**src/rtl/tset_pkg.sv**
```systemverilog
// Shared types, codes and helpers for the time-sorted entry table.
// No dependencies; used by tset_cmp and time_sorted_entry_table.
`default_nettype none

package tset_pkg;

  // Field widths of one stored entry
  localparam int ID_W   = 16;
  localparam int HOUR_W = 5;
  localparam int MIN_W  = 6;
  localparam int RWY_W  = 8;

  // Key = hour*60 + minute; largest raw key is 31*60+63 = 1923
  localparam int KEY_W        = 11;
  localparam int MIN_PER_HOUR = 60;

  // Default table depth
  localparam int CAPACITY_DEF = 16;

  typedef struct packed {
    logic [ID_W-1:0]   id;
    logic [HOUR_W-1:0] dep_h;
    logic [MIN_W-1:0]  dep_m;
    logic [HOUR_W-1:0] arr_h;
    logic [MIN_W-1:0]  arr_m;
    logic [RWY_W-1:0]  runway;
  } entry_t;

  localparam int ENTRY_W = $bits(entry_t);

  typedef logic [KEY_W-1:0] key_t;

  // Command codes
  typedef enum logic [1:0] {
    OP_INSERT = 2'd0,
    OP_FIND   = 2'd1,
    OP_REMOVE = 2'd2,
    OP_LIST   = 2'd3
  } op_e;

  // Result status codes
  localparam logic [1:0] ST_OK        = 2'd0;
  localparam logic [1:0] ST_NOT_FOUND = 2'd1;
  localparam logic [1:0] ST_FULL      = 2'd2;
  localparam logic [1:0] ST_EMPTY     = 2'd3;

  // Sequencer states
  typedef enum logic [2:0] {
    S_IDLE      = 3'd0,
    S_INS_LAST  = 3'd1,
    S_INS_SHIFT = 3'd2,
    S_INS_PLACE = 3'd3,
    S_SCAN      = 3'd4,
    S_REM_SHIFT = 3'd5,
    S_LIST      = 3'd6
  } state_e;

  // Compare unit flags
  typedef struct packed {
    logic id_eq;   // stored id equals command id
    logic key_ge;  // stored key >= command key
    logic key_gt;  // stored key >  command key
  } cmp_t;

  // Departure time key; hour*60 done as (h<<6) - (h<<2)
  function automatic key_t key_of(input logic [HOUR_W-1:0] hour,
                                  input logic [MIN_W-1:0] minute);
    key_t h;
    h = KEY_W'(hour);
    return (h << 6) - (h << 2) + KEY_W'(minute);
  endfunction

endpackage

`default_nettype wire

```
**src/rtl/tset_ram.sv**
```systemverilog
// Generic single-write, single-read RAM with registered read data.
// No dependencies.
`default_nettype none

module tset_ram #(
  parameter int WIDTH = 8,
  parameter int DEPTH = 16
) (
  input  wire                      clk,
  input  wire                      we,
  input  wire  [$clog2(DEPTH)-1:0] waddr,
  input  wire  [WIDTH-1:0]         wdata,
  input  wire  [$clog2(DEPTH)-1:0] raddr,
  output logic [WIDTH-1:0]         rdata
);

  logic [WIDTH-1:0] mem [DEPTH];

  // write port and registered read port
  always_ff @(posedge clk) begin
    if (we) begin
      mem[waddr] <= wdata;
    end
    rdata <= mem[raddr];
  end

endmodule

`default_nettype wire

```
**src/rtl/tset_cmp.sv**
```systemverilog
// Shared compare unit: key and id checks of the entry read from the table.
// Depends on tset_pkg.
`default_nettype none

module tset_cmp (
  input  wire tset_pkg::entry_t rd_entry,
  input  wire tset_pkg::key_t   ref_key,
  input  wire [tset_pkg::ID_W-1:0] ref_id,
  output tset_pkg::cmp_t        flags
);

  tset_pkg::key_t rd_key;

  // key of the stored entry
  assign rd_key = tset_pkg::key_of(rd_entry.dep_h, rd_entry.dep_m);

  assign flags.id_eq  = (rd_entry.id == ref_id);
  assign flags.key_ge = (rd_key >= ref_key);
  assign flags.key_gt = (rd_key >  ref_key);

endmodule

`default_nettype wire

```
**src/rtl/time_sorted_entry_table.sv**
```systemverilog
// Time-sorted entry table: top level with sequencer, entry RAM and compare unit.
// Depends on tset_pkg, tset_ram, tset_cmp.
//
//  channel  | handshake        | payload
//  ---------+------------------+------------------------------------------------
//  command  | start / busy     | opcode, flight_id, depart_*, arrive_*, runway_number
//  result   | strobe           | status, out_id, out_*, last_result
//
// One command runs through the table one entry per cycle through the RAM read
// port and the shared compare unit. Insert walks back from the last entry
// shifting each one up; find and remove scan from the head; list gives one
// result beat per entry, one per cycle. A full insert, and any command on an
// empty table, finish from idle without raising busy. busy is high while a
// command runs; the result beat lands the cycle after the final step. Synchronous
// reset empties the table at once (count only); the receiver cannot stall.
`default_nettype none

module time_sorted_entry_table #(
  parameter int CAPACITY = tset_pkg::CAPACITY_DEF
) (
  input  wire                          clk,
  input  wire                          rst,
  input  wire                          start,
  output logic                         busy,
  input  wire  [1:0]                   opcode,
  input  wire  [tset_pkg::ID_W-1:0]    flight_id,
  input  wire  [tset_pkg::HOUR_W-1:0]  depart_hour,
  input  wire  [tset_pkg::MIN_W-1:0]   depart_minute,
  input  wire  [tset_pkg::HOUR_W-1:0]  arrive_hour,
  input  wire  [tset_pkg::MIN_W-1:0]   arrive_minute,
  input  wire  [tset_pkg::RWY_W-1:0]   runway_number,
  output logic                         strobe,
  output logic [1:0]                   status,
  output logic [tset_pkg::ID_W-1:0]    out_id,
  output logic [tset_pkg::HOUR_W-1:0]  out_depart_hour,
  output logic [tset_pkg::MIN_W-1:0]   out_depart_minute,
  output logic [tset_pkg::HOUR_W-1:0]  out_arrive_hour,
  output logic [tset_pkg::MIN_W-1:0]   out_arrive_minute,
  output logic [tset_pkg::RWY_W-1:0]   out_runway,
  output logic                         last_result
);

  localparam int AW = $clog2(CAPACITY);
  localparam int CW = $clog2(CAPACITY + 1);

  tset_pkg::state_e state, state_next;
  logic [AW-1:0]    idx, idx_next;
  logic [CW-1:0]    cnt, cnt_next;

  // latched command
  tset_pkg::op_e    op_q;
  tset_pkg::entry_t cmd_entry;
  tset_pkg::key_t   cmd_key;

  // RAM and compare unit
  tset_pkg::entry_t in_entry, rd_data, wr_data;
  logic             we;
  logic [AW-1:0]    wr_addr;
  tset_pkg::cmp_t   flags;

  // result beat control
  logic             emit, emit_last, load;
  logic [1:0]       emit_status;
  tset_pkg::entry_t load_data, res_entry;

  logic accept, at_end, full, shift;

  assign in_entry.id     = flight_id;
  assign in_entry.dep_h  = depart_hour;
  assign in_entry.dep_m  = depart_minute;
  assign in_entry.arr_h  = arrive_hour;
  assign in_entry.arr_m  = arrive_minute;
  assign in_entry.runway = runway_number;

  assign busy   = (state != tset_pkg::S_IDLE);
  assign accept = start && !busy;
  assign full   = (cnt == CW'(CAPACITY));
  assign at_end = (CW'(idx) == cnt - CW'(1));

  tset_ram #(
    .WIDTH (tset_pkg::ENTRY_W),
    .DEPTH (CAPACITY)
  ) u_ram (
    .clk   (clk),
    .we    (we),
    .waddr (wr_addr),
    .wdata (wr_data),
    .raddr (idx_next),
    .rdata (rd_data)
  );

  tset_cmp u_cmp (
    .rd_entry (rd_data),
    .ref_key  (cmd_key),
    .ref_id   (cmd_entry.id),
    .flags    (flags)
  );

  // state, index and count registers
  always_ff @(posedge clk) begin
    if (rst) begin
      state <= tset_pkg::S_IDLE;
      idx   <= '0;
      cnt   <= '0;
    end else begin
      state <= state_next;
      idx   <= idx_next;
      cnt   <= cnt_next;
    end
  end

  // command latch
  always_ff @(posedge clk) begin
    if (accept) begin
      op_q      <= tset_pkg::op_e'(opcode);
      cmd_entry <= in_entry;
      cmd_key   <= tset_pkg::key_of(depart_hour, depart_minute);
    end
  end

  // result registers; payload loads ahead of the beat on a remove hit
  always_ff @(posedge clk) begin
    if (rst) begin
      strobe <= 1'b0;
    end else begin
      strobe <= emit;
    end
    if (load) begin
      res_entry <= load_data;
    end
    if (emit) begin
      status      <= emit_status;
      last_result <= emit_last;
    end
  end

  assign out_id            = res_entry.id;
  assign out_depart_hour   = res_entry.dep_h;
  assign out_depart_minute = res_entry.dep_m;
  assign out_arrive_hour   = res_entry.arr_h;
  assign out_arrive_minute = res_entry.arr_m;
  assign out_runway        = res_entry.runway;

  // in the last-entry check an equal key appends; while shifting it moves up
  assign shift = (state == tset_pkg::S_INS_LAST) ? flags.key_gt : flags.key_ge;

  // sequencer
  always_comb begin
    state_next  = state;
    idx_next    = idx;
    cnt_next    = cnt;
    we          = 1'b0;
    wr_addr     = idx;
    wr_data     = rd_data;
    emit        = 1'b0;
    emit_last   = 1'b1;
    emit_status = tset_pkg::ST_OK;
    load        = 1'b0;
    load_data   = '0;

    unique case (state)
      tset_pkg::S_IDLE: begin
        if (start) begin
          unique case (tset_pkg::op_e'(opcode))
            tset_pkg::OP_INSERT: begin
              if (full) begin
                emit        = 1'b1;
                emit_status = tset_pkg::ST_FULL;
                load        = 1'b1;
              end else if (cnt == '0) begin
                we        = 1'b1;
                wr_addr   = '0;
                wr_data   = in_entry;
                cnt_next  = cnt + CW'(1);
                emit      = 1'b1;
                load      = 1'b1;
                load_data = in_entry;
              end else begin
                idx_next   = AW'(cnt - CW'(1));
                state_next = tset_pkg::S_INS_LAST;
              end
            end
            tset_pkg::OP_FIND, tset_pkg::OP_REMOVE: begin
              if (cnt == '0) begin
                emit        = 1'b1;
                emit_status = tset_pkg::ST_NOT_FOUND;
                load        = 1'b1;
              end else begin
                idx_next   = '0;
                state_next = tset_pkg::S_SCAN;
              end
            end
            tset_pkg::OP_LIST: begin
              if (cnt == '0) begin
                emit        = 1'b1;
                emit_status = tset_pkg::ST_EMPTY;
                load        = 1'b1;
              end else begin
                idx_next   = '0;
                state_next = tset_pkg::S_LIST;
              end
            end
          endcase
        end
      end

      // walk down from the last entry, moving larger keys up one slot (equal keys too, below the last entry)
      tset_pkg::S_INS_LAST, tset_pkg::S_INS_SHIFT: begin
        we      = 1'b1;
        wr_addr = idx + AW'(1);
        if (shift) begin
          if (idx == '0) begin
            state_next = tset_pkg::S_INS_PLACE;
          end else begin
            idx_next   = idx - AW'(1);
            state_next = tset_pkg::S_INS_SHIFT;
          end
        end else begin
          wr_data    = cmd_entry;
          cnt_next   = cnt + CW'(1);
          emit       = 1'b1;
          load       = 1'b1;
          load_data  = cmd_entry;
          state_next = tset_pkg::S_IDLE;
        end
      end

      // every entry moved up: new entry goes to the head
      tset_pkg::S_INS_PLACE: begin
        we         = 1'b1;
        wr_addr    = '0;
        wr_data    = cmd_entry;
        cnt_next   = cnt + CW'(1);
        emit       = 1'b1;
        load       = 1'b1;
        load_data  = cmd_entry;
        state_next = tset_pkg::S_IDLE;
      end

      // id search from the head
      tset_pkg::S_SCAN: begin
        if (flags.id_eq) begin
          load      = 1'b1;
          load_data = rd_data;
          if (op_q == tset_pkg::OP_FIND) begin
            emit       = 1'b1;
            state_next = tset_pkg::S_IDLE;
          end else if (at_end) begin
            cnt_next   = cnt - CW'(1);
            emit       = 1'b1;
            state_next = tset_pkg::S_IDLE;
          end else begin
            idx_next   = idx + AW'(1);
            state_next = tset_pkg::S_REM_SHIFT;
          end
        end else if (at_end) begin
          emit        = 1'b1;
          emit_status = tset_pkg::ST_NOT_FOUND;
          load        = 1'b1;
          state_next  = tset_pkg::S_IDLE;
        end else begin
          idx_next = idx + AW'(1);
        end
      end

      // close the gap after a removed entry
      tset_pkg::S_REM_SHIFT: begin
        we      = 1'b1;
        wr_addr = idx - AW'(1);
        if (at_end) begin
          cnt_next   = cnt - CW'(1);
          emit       = 1'b1;
          state_next = tset_pkg::S_IDLE;
        end else begin
          idx_next = idx + AW'(1);
        end
      end

      // one beat per entry
      tset_pkg::S_LIST: begin
        emit      = 1'b1;
        emit_last = at_end;
        load      = 1'b1;
        load_data = rd_data;
        if (at_end) begin
          state_next = tset_pkg::S_IDLE;
        end else begin
          idx_next = idx + AW'(1);
        end
      end

      default: begin
        state_next = tset_pkg::S_IDLE;
      end
    endcase
  end

  // count never passes the table depth
  a_cnt_range: assert property (@(posedge clk) disable iff (rst)
    cnt <= CW'(CAPACITY))
    else $error("entry count above capacity");

  // an accepted command either finishes at once or keeps the block busy
  a_accept_progress: assert property (@(posedge clk) disable iff (rst)
    accept |=> (strobe || busy))
    else $error("accepted command dropped");

  // a non-final beat is always followed by more work
  a_more_beats: assert property (@(posedge clk) disable iff (rst)
    (strobe && !last_result) |-> busy)
    else $error("list stopped before its last beat");

  // the count changes only with a final result beat
  a_cnt_change: assert property (@(posedge clk) disable iff (rst)
    ($past(!rst) && (cnt != $past(cnt))) |-> (strobe && last_result))
    else $error("count changed without a result");

endmodule

`default_nettype wire
```
**config.mk**
```make
export PLATFORM = sky130hd
export DESIGN_NAME = time_sorted_entry_table
export DESIGN_NICKNAME = d
export VERILOG_FILES = /design/src/rtl/tset_pkg.sv /design/src/rtl/tset_ram.sv /design/src/rtl/tset_cmp.sv /design/src/rtl/time_sorted_entry_table.sv
export SDC_FILE = /design/constraint.sdc
export NUM_CORES = 1
export LEC_CHECK = 0
export ABC_AREA = 1
export BUFFER_PORTS_ARGS = -buffer_cell sky130_fd_sc_hd__buf_2
export CAP_MARGIN = 20
export CORE_MARGIN = 2
export CORE_UTILIZATION = 50
export CTS_CLUSTER_DIAMETER = 50
export DETAILED_ROUTE_END_ITERATION = 8
export PLACE_DENSITY_LB_ADDON = 0.15
export SYNTH_ARGS = -nofsm -noshare
export SYNTH_HDL_FRONTEND = slang
export SYNTH_HIERARCHICAL = 1
export SYNTH_SLANG_ARGS = --single-unit
export TNS_END_PERCENT = 5
```
**constraint.sdc**
```tcl
create_clock -name clk -period 10.92 [get_ports clk]
set_input_delay 1.092 -clock clk [delete_from_list [all_inputs] [get_ports clk]]
set_output_delay 1.092 -clock clk [all_outputs]
set_load 0.05 [all_outputs]
```
==> results of run 1 <==
[kinds of logic after synthesis]
logic type	Yosys count
XOR/XNOR	31
adder cells (fa/ha/maj)	29
buffers and inverters	860
flip-flops	901
AND/OR/NAND/NOR	1774
AO/OA/AOI/OAI	203
[worst reg2reg max path, delay by kind of cell (launching register included)]
family        cells  cell delay, ns
fa+ha+maj         2            0.63
simple gates     28            2.99
flops             1            0.40
buf+inv           7            2.11
[through the flow]
step | cell area (sq um) | util [%] | setup WS [ns] | instances
2_1_floorplan | 39590 | - | 5.550 | 3798
3_3_place_gp | 41030 | 52.10 | 4.841 | 4847
3_5_place_dp | 41050 | 52.13 | 4.745 | 4849
4_1_cts | 44700 | 56.77 | 4.725 | 5045
5_1_grt | 44740 | 56.82 | 4.043 | 5051
6_report | 44740 | 56.82 | 4.648 | 5051
[layer usage]
metal  vias to the layer above  GRT usage [%]  part of all wire, %
met5                         -              0                    0
met4                         0          6.518                  2.2
met3                       138          3.056                  5.3
met2                       726          40.61                   48
met1                     12560          33.32                   44
li1                      12640              -                    -
[layout make-up]
type                            count  area, sq um
Clock buffer                      140         2889
Clock inverter                     56        760.7
Fill cell                        6638        34000
Inverter                          690         2615
Multi-Input combinational cell   2037         9603
Sequential cell                   901        26470
Tap cell                         1050         1314
Timing Repair Buffer              177         1096
[worst min path at each step]
| stage | from | end | slack, ns | cells past startpoint |
|---|---|---|---|---|
| floorplan | cnt[1] | cnt[1] | 0.48 | 2 |
| global placement | cnt[1] | cnt[1] | 0.51 | 2 |
| detailed placement | cnt[1] | cnt[1] | 0.52 | 2 |
| CTS | cnt[1] | cnt[1] | 0.53 | 2 |
| global route | cnt[1] | cnt[1] | 0.57 | 2 |
| finish | cnt[1] | cnt[1] | 0.53 | 2 |
[power by group through the flow]
| stage | logic [uW] | clock network [uW] | registers, uW |
|---|---|---|---|
| final | 6100 | 3630 | 5240 |
| after global routing | 6840 | 3830 | 5280 |
| after CTS | 6120 | 3700 | 5250 |
| after detailed placement | 6090 | 0 | 5320 |
| after global placement | 6030 | 0 | 5320 |
| after floorplan | 4190 | 0 | 5640 |
[synthesized netlist by cell type, types with 3 or more instances]
| cell type | number | share of area, % |
|---|---|---|
| buf_2 | 80 | 1.0 |
| o21ai_1 | 11 | 0.14 |
| buf_4 | 9 | 0.17 |
| edfxtp_1 | 842 | 64 |
| ha_1 | 29 | 0.92 |
| nor2_4 | 3 | 0.085 |
| nor2_1 | 51 | 0.48 |
| clkbuf_1 | 21 | 0.20 |
| dfxtp_1 | 59 | 3.0 |
| nor2_2 | 4 | 0.063 |
| inv_2 | 5 | 0.047 |
| nand3_1 | 581 | 7.3 |
| nand3_2 | 4 | 0.10 |
| xnor2_1 | 19 | 0.42 |
| xor2_1 | 12 | 0.27 |
| buf_6 | 43 | 1.2 |
| or2_2 | 4 | 0.063 |
| a22oi_1 | 32 | 0.61 |
| o21ai_0 | 105 | 1.3 |
| nand2_2 | 5 | 0.079 |
| o211ai_1 | 4 | 0.076 |
| buf_1 | 16 | 0.15 |
| inv_1 | 684 | 6.5 |
| nand2_1 | 1108 | 11 |
| nand4_1 | 5 | 0.079 |
| a21oi_1 | 26 | 0.33 |
| a22oi_2 | 15 | 0.47 |
[state kept, by name, summed over array words and instances (netlist names), 2 cells and up]
| name | cells |
|---|---|
| cmd_key | 9 |
| out_id | 16 |
| out_runway | 8 |
| status | 2 |
| cmd_entry | 46 |
| u_ram/mem | 736 |
| cnt | 5 |
| out_depart_minute | 6 |
| out_arrive_minute | 6 |
| state | 3 |
| out_arrive_hour | 5 |
| u_ram/rdata | 46 |
| idx | 4 |
| out_depart_hour | 5 |
| op_q | 2 |
==> results, run 1 <==
- After detailed routing, the average wire length per cell comes to about 20 um.
- The cell sitting at the root of the clock tree is a clkbuf_16.
- For the worst-skew pair, the clock arrives at the later sink with an insertion delay of between 0.6 and 0.7 ns.
- The remaining antenna violation count is 0.
- The detail-routed via count per cell is 5.161.
- Relative to the synthesized area, the layout overhead comes to 13.03%.
- The path category of the worst min-delay check is flip-flop to flip-flop.
- The via count of the first global-routing pass is 24,700.
- For the worst setup path, the data arrival time is approximately 6.8 ns.
- The library cell used most frequently in the layout, excluding fill and tap cells, is nand2_1.
- The origin of the critical flop-to-flop path is u_ram/rdata[27].
- The register bit total from synthesis is 901.
- For this run, the number of Yosys warnings is 6.
- After routing, the total negative slack on setup checks comes to 0 ns.
- STA classifies the critical path endpoint as a flip-flop.
- Clock-pin slew was measured on the worst setup and hold paths at 0.06 ns.
- Counting flops with an async set or reset pin after synthesis yields a share of 0%.
- The number of failing setup endpoints in the final timing report is 0.
- The global-route total usage across every layer is 24.16%.
- Counting distinct cell types in the post-synthesis netlist gives 43.
- In the synthesized netlist, mux cells make up 0% of the area.
- STA classifies the critical path startpoint as a flip-flop.
- The placed wire-length estimate after detailed placement is approximately 48,000 um.
- After synthesis, the largest family of logic cells by area is simple AND/OR/NAND/NOR gates.
- TritonCTS built the clock tree.
- The max capacitance violation total is 0.
- The design draws about 15,000 uW.
- The net load switching power is 6016 uW.
- The required time at the endpoint of the critical path is 11.44 ns.
- The buffering stage count on the worst path with inverters included is 7.
- The post-layout minimum cycle time is between 6 and 7 ns.
- After the first detailed-routing iteration, the DRC count stood at 2,327.
- The remaining global-route overflow is 0.
- The share of power burned in combinational logic is around two fifths.
- The highest clock frequency the design can meet is around 160 MHz.
- The power density of the placed cells is between 300 and 400 nW/um^2.
- By instance count, the cell type seen most on the critical path is nand2_1.
- The routability-driven placement congestion ratio is 0.8439.
- The die is 285.4 um tall.
- The clock drives about 900 sinks.
- Broken down by cell family, the worst path's largest delay share belongs to simple AND/OR/NAND/NOR gates.
- Gates resized during post-CTS repair numbered 0.
- The post-synthesis simple-gate area fraction is 19.04%.
- Along the worst path, the maximum fanout reaches 183.
- Counting every instance in the synthesized netlist gives 3,798.
- In this run, CTS created clock tree buffers numbering ~100.
- At the end of the flow, the number of nets in the layout was 3,991.
- The hold violation total from the final report is 0.
- The maximum number of buffers from clock root to sink is 3.
- The worst setup path is of the flip-flop to flip-flop kind.
- After detailed routing, the number of remaining DRC violations is 0.
- In this run the worst setup path begins at u_ram/rdata[27].
- VDD sags by at most 0.3738 mV.
- The starting density of the core is 50.27%.
- Entering global routing, the biggest net connects between 150 and 200 pins.
- The setup check on the worst reg-to-reg path leaves a slack of 4.65 ns.
- Summing the areas of all compound-gate instances in the mapped netlist gives 3.154% of the synthesized area.
- Setup repair after global routing left no endpoint under its margin.
- The endpoint identified for the worst register-to-register timing path is u_ram/rdata[25].
- The number of buffers inserted by port buffering is a little over 100.
- The die width is 285.4 um.
- The delay of the slowest critical-path stage is 0.76 ns.
- In this run, post-CTS hold repair placed 0 buffers.
- The leakage component of the power is 0.01901 uW.
- The first global-routing pass estimated roughly 150,000 um of wire.
- The logic depth of the worst setup path including buffers is 37.
- Across all layers, the routed design uses 26,070 vias.
- The most instantiated flip-flop cell in the synthesis netlist is edfxtp_1.
- The share of total power in sequential cells is 35.0%.
- On the final layout, the worst clock skew is 0.02269 ns.
- After Yosys synthesis, XOR and XNOR cells account for 0.6859% of the synthesized area.
- 0 antenna diodes ended up in the layout.
- The slowest library cell on the worst path is buf_4.
- The total internal power is 8967 uW.
- The number of top-level pins is roughly 100.
- The final period utilization is 57.44%.
- The cell area after technology mapping is about 40,000 sq um.
- The core region area is between 70,000 and 80,000 sq um.
- Each instance of the synthesized netlist takes up on average 10.42 sq um.
- The depth of the worst register-to-register path is 37.
- Of the total power, the share spent switching nets is 40.15%.
- The H-tree was split into 3 levels.
- The number of antenna violations at the first check in global routing was 0.
- The sequential share of the synthesized area is 66.86%.
- The number of standard-cell rows in the floorplan is around 100.
- The worst hold slack across all endpoints is 0.5336 ns.
- The arithmetic-cell share of the synthesized area counting full adders, half adders and majority gates is 0.9166%.
- The count of pins over their slew limit came to 0.
- The detailed-route wire length is between 90,000 and 100,000 um.
- The pre-antenna-repair detailed-routing pass consisted of 7 iterations.
- The die covers 81,440 sq um.
- Once the clock tree was built, the setup fixing pass inserted 0 buffers.
- The flow ran to the end, and the final reports show no timing, DRC or antenna violations.
- The clock power share is between 20 and 25%.
- The worst pin sits at a relative slew slack of 26.83%.
- Yosys mapped a number of flops with a built-in enable equal to about 840.
- The capturing element of the worst setup path is u_ram/rdata[25].
- The post-synth net total is roughly 3,900.
- The share of final-layout standard cells stronger than drive strength 1 is 10.30%.
- The transition at the pin with the smallest max-transition slack is 1.097 ns.
- In the layout the commonest cells are 1,105 x nand2_1, 842 x edfxtp_1, 682 x inv_1.
(Power assumes the default switching activity.)
==> run 2, diff against run 1 <==
Clock period 10.92 ns to 5.7 ns, I/O delays scaled along.
==> results, run 2 (synthesis results as in run 1) <==
- The worst-case register-to-register setup slack is 0.79 ns (-3.85 ns).
- u_ram/mem holds more flip-flops than any other register.
- The die width came to 285.4 um (unchanged).
- The highest clock frequency the design can meet is 203.8 MHz (+28%).
- The remaining global-route overflow is 0 (unchanged).
- Setup repair after global routing left no endpoint under its margin.
- The number of nets in the layout was 4,020 (+0.73%).
- The final period utilization is 86.07% (+29 points).
- The number of top-level pins is 102 (unchanged).
- The setup TNS was 0 ns (unchanged).
- The remaining antenna violation count is 0 (unchanged).
- The clock-pin slew on the worst setup and hold paths is 0.06 ns (about the same).
- The TritonCTS clock tree is built.
- The core region area was 78,740 sq um (unchanged).
- The depth of the worst register-to-register path is 37 (unchanged).
- The number of antenna violations at the first check in global routing is 1 (+1).
- The worst endpoint data arrival time is 5.42 ns (-1.37 ns).
- The register area came to 26,470 sq um (unchanged).
- The switching part of the total was 40.62% (+0.47 points).
- The cts-stage hold buffer count was 0 (unchanged).
- The logic depth of the worst setup path including buffers is 37 (unchanged).
- The total setup buffers inserted after CTS is 0 (unchanged).
- In the layout the commonest cells are 1,105 x nand2_1, 842 x edfxtp_1, 682 x inv_1.
- The startpoint type of the worst setup path is a flip-flop.
- The post-layout minimum cycle time was 4.906 ns (-1.366 ns).
- The maximum vdd ir drop was 0.8006 mV (+110%).
- The number of cells in the finished layout apart from fillers came to 5,082 (+0.61%).
- The detailed-route DRC error count came to 0 (unchanged).
- The maximum number of pins on one net before global-route repair was 184 (unchanged).
- The startpoint identified for the worst register-to-register timing path is u_ram/rdata[26].
- The wire length of the first global-routing pass is 150,600 um (+0.92%).
- The number of standard-cell rows in the floorplan is 103 (unchanged).
- The antenna diode count was 0 (unchanged).
- The number of instances resized during post-cts repair is 0 (unchanged).
- The required time at the endpoint of the critical path is 6.21 ns (-5.23 ns).
- The detailed-route via count came to 26,490 (+1.6%).
- The worst setup path is captured at a flip-flop.
- The count of pins over their slew limit came to 0 (unchanged).
- The layout filler cell count is 6,626 (-0.18%).
- The number of buffers inserted by port buffering is 101 (unchanged).
- The start point of the critical path is u_ram/rdata[26].
- The class of the most critical setup path is flip-flop to flip-flop.
- The maximum fanout count along the critical path is 98 (-46%).
- The share of total power in sequential cells is 34.6% (-0.4 points).
- The slowest stage of the critical path is the dfxtp_1 cell.
- The worst max-slew margin expressed relative to the limit came to 26.47% (-0.36 points).
- The clock skew was 0.03614 ns (+0.01345 ns).
- The maximum number of buffers from clock root to sink is 3 (unchanged).
- The total internal power is 17,230 uW (+92%).
- The most frequent cell on the critical path is nand2_1.
- The total iterations of the first detailed-routing run is 5 (-2).
- The insertion delay to the later sink of the worst-skew pair is 0.68 ns (+0.02 ns).
- The detail-routed via count per cell is 5.212 (+0.99%).
- The number of failing setup endpoints in the final timing report is 0 (unchanged).
- The transition at the pin with the smallest max-transition slack was 1.096 ns (-0.001953 ns).
- The worst register-to-register path ends at u_ram/rdata[25].
- Leaving out fill and tap cells, the most frequent cell in the layout is nand2_1.
- In the final layout, the registers with the most flip-flops are u_ram/mem (736), cmd_entry (46), u_ram/rdata (46).
- The clock power share is 23.8% (-0.5 points).
- The detailed-route wire length was 98,440 um (+0.12%).
- The power density of the placed cells came to 642.3 nW/um^2 (+92%).
- The layout overhead on the synthesized area is 14.12%.
- The number of sinks on the clock net is 901 (unchanged).
- The area enclosed by the die boundary is 81,440 sq um (unchanged).
- The leakage component of the power came to 0.01920 uW (+1.0%).
- The worst setup slack before clock tree synthesis is 0.8323 ns (-3.913 ns).
- The placed wire-length estimate after detailed placement is 52,410 um (+8.2%).
- The die extent in y is 285.4 um (unchanged).
- The number of cells after detailed placement is 4,881 (+0.66%).
- The hold violation total from the final report is 0 (unchanged).
- The TritonCTS buffer count was 106 (+1.9%).
- The flow ran to the end, and the final reports show no timing, DRC or antenna violations.
- The share of final-layout standard cells stronger than drive strength 1 is 10.94% (+0.64 points).
- Among cell families on the critical path, the largest total delay comes from simple AND/OR/NAND/NOR gates.
- The violation count after the first detailed-routing iteration is 2,377 (+2.1%).
- The buffering stage count on the worst path with inverters included is 6 (-1).
- The capturing element of the worst setup path is u_ram/rdata[25].
- The via count of the first global-routing pass is 25,330 (+2.6%).
- The area occupied by multi-input gates was 9603 sq um (unchanged).
- The net load switching power is 11,790 uW (+96%).
- The starting density of the core is 50.27% (unchanged).
- The root buffer cell is clkbuf_16.
- The global-route total usage across every layer is 24.26% (+0.098 points).
- The path class of the tightest hold or removal check is primary input to flip-flop.
- The flip-flop count of the largest register after layout is 736 (unchanged).
- The delay of the slowest critical-path stage is 0.46 ns (-0.30 ns).
- The number of H-tree levels is 3 (unchanged).
- The share of power burned in combinational logic is 41.6% (+0.9 points).
- The max capacitance violation total came to 0 (unchanged).
- The routability-driven placement congestion ratio is 0.8194 (-2.9%).
- The routed wirelength normalized by instance count is 19.37 um (-0.49%).
- The post-route worst setup slack is 0.7939 ns (-3.854 ns).
[run 2: cell types whose count changed in the layout (fill, tap and decap cells not counted), moves of 3 or more]
| cell | before | now |
|---|---|---|
| o21ai_0 | 98 | 105 |
| clkinv_2 | 10 | 17 |
| buf_4 | 73 | 79 |
| clkinv_1 | 11 | 16 |
| inv_6 | 8 | 5 |
| o21ai_1 | 17 | 10 |
| clkbuf_1 | 22 | 19 |
| clkbuf_8 | 13 | 2 |
| clkinv_4 | 4 | 8 |
| buf_12 | 1 | 22 |
[run 2: power groups by stage]
stage | clock [uW] | sequential (uW) | combinational [uW]
2_1_floorplan | 0 | 10800 | 8020
6_report | 6900 | 10000 | 12100
3_3_place_gp | 0 | 10200 | 12000
5_1_grt | 7270 | 10100 | 13500
4_1_cts | 7010 | 10000 | 12100
3_5_place_dp | 0 | 10200 | 12100
[run 2: cell type report]
class                           count  area share (%)
Timing Repair Buffer              204           3.457
Clock inverter                     72           1.856
Multi-Input combinational cell   2037           21.26
Inverter                          690           5.789
Tap cell                         1050           2.908
Sequential cell                   901           58.59
Clock buffer                      128           6.146
[run 2: stage by stage]
stage	power (uW)	cell area [sq um]	util, %	hold WS [ns]
final	29010	45170	57.37	0.08867
after global routing	30850	45170	57.37	0.07404
after floorplan	18830	39590	-	0.4769
after CTS	29200	45170	57.36	0.05040
after global placement	22120	41530	52.74	0.5185
after detailed placement	22260	41550	52.77	0.5176
[run 2: how the worst min path moves through the flow]
stage / start / to / slack (ns) / depth (start not counted)
final: runway_number[6] / cmd_entry[6] / 0.09 / 1
after global routing: runway_number[7] / cmd_entry[7] / 0.07 / 1
after CTS: runway_number[7] / cmd_entry[7] / 0.05 / 1
after detailed placement: cnt[1] / cnt[1] / 0.52 / 2
after global placement: cnt[1] / cnt[1] / 0.52 / 2
after floorplan: cnt[1] / cnt[1] / 0.48 / 2
[run 2: layer usage]
layer	GRT usage, %	share of wire [%]	vias up
met5	0	0	-
li1	-	-	12710
met3	3.120	6.5	160
met4	7.539	2.4	0
met1	34.14	44	12770
met2	39.50	47	844
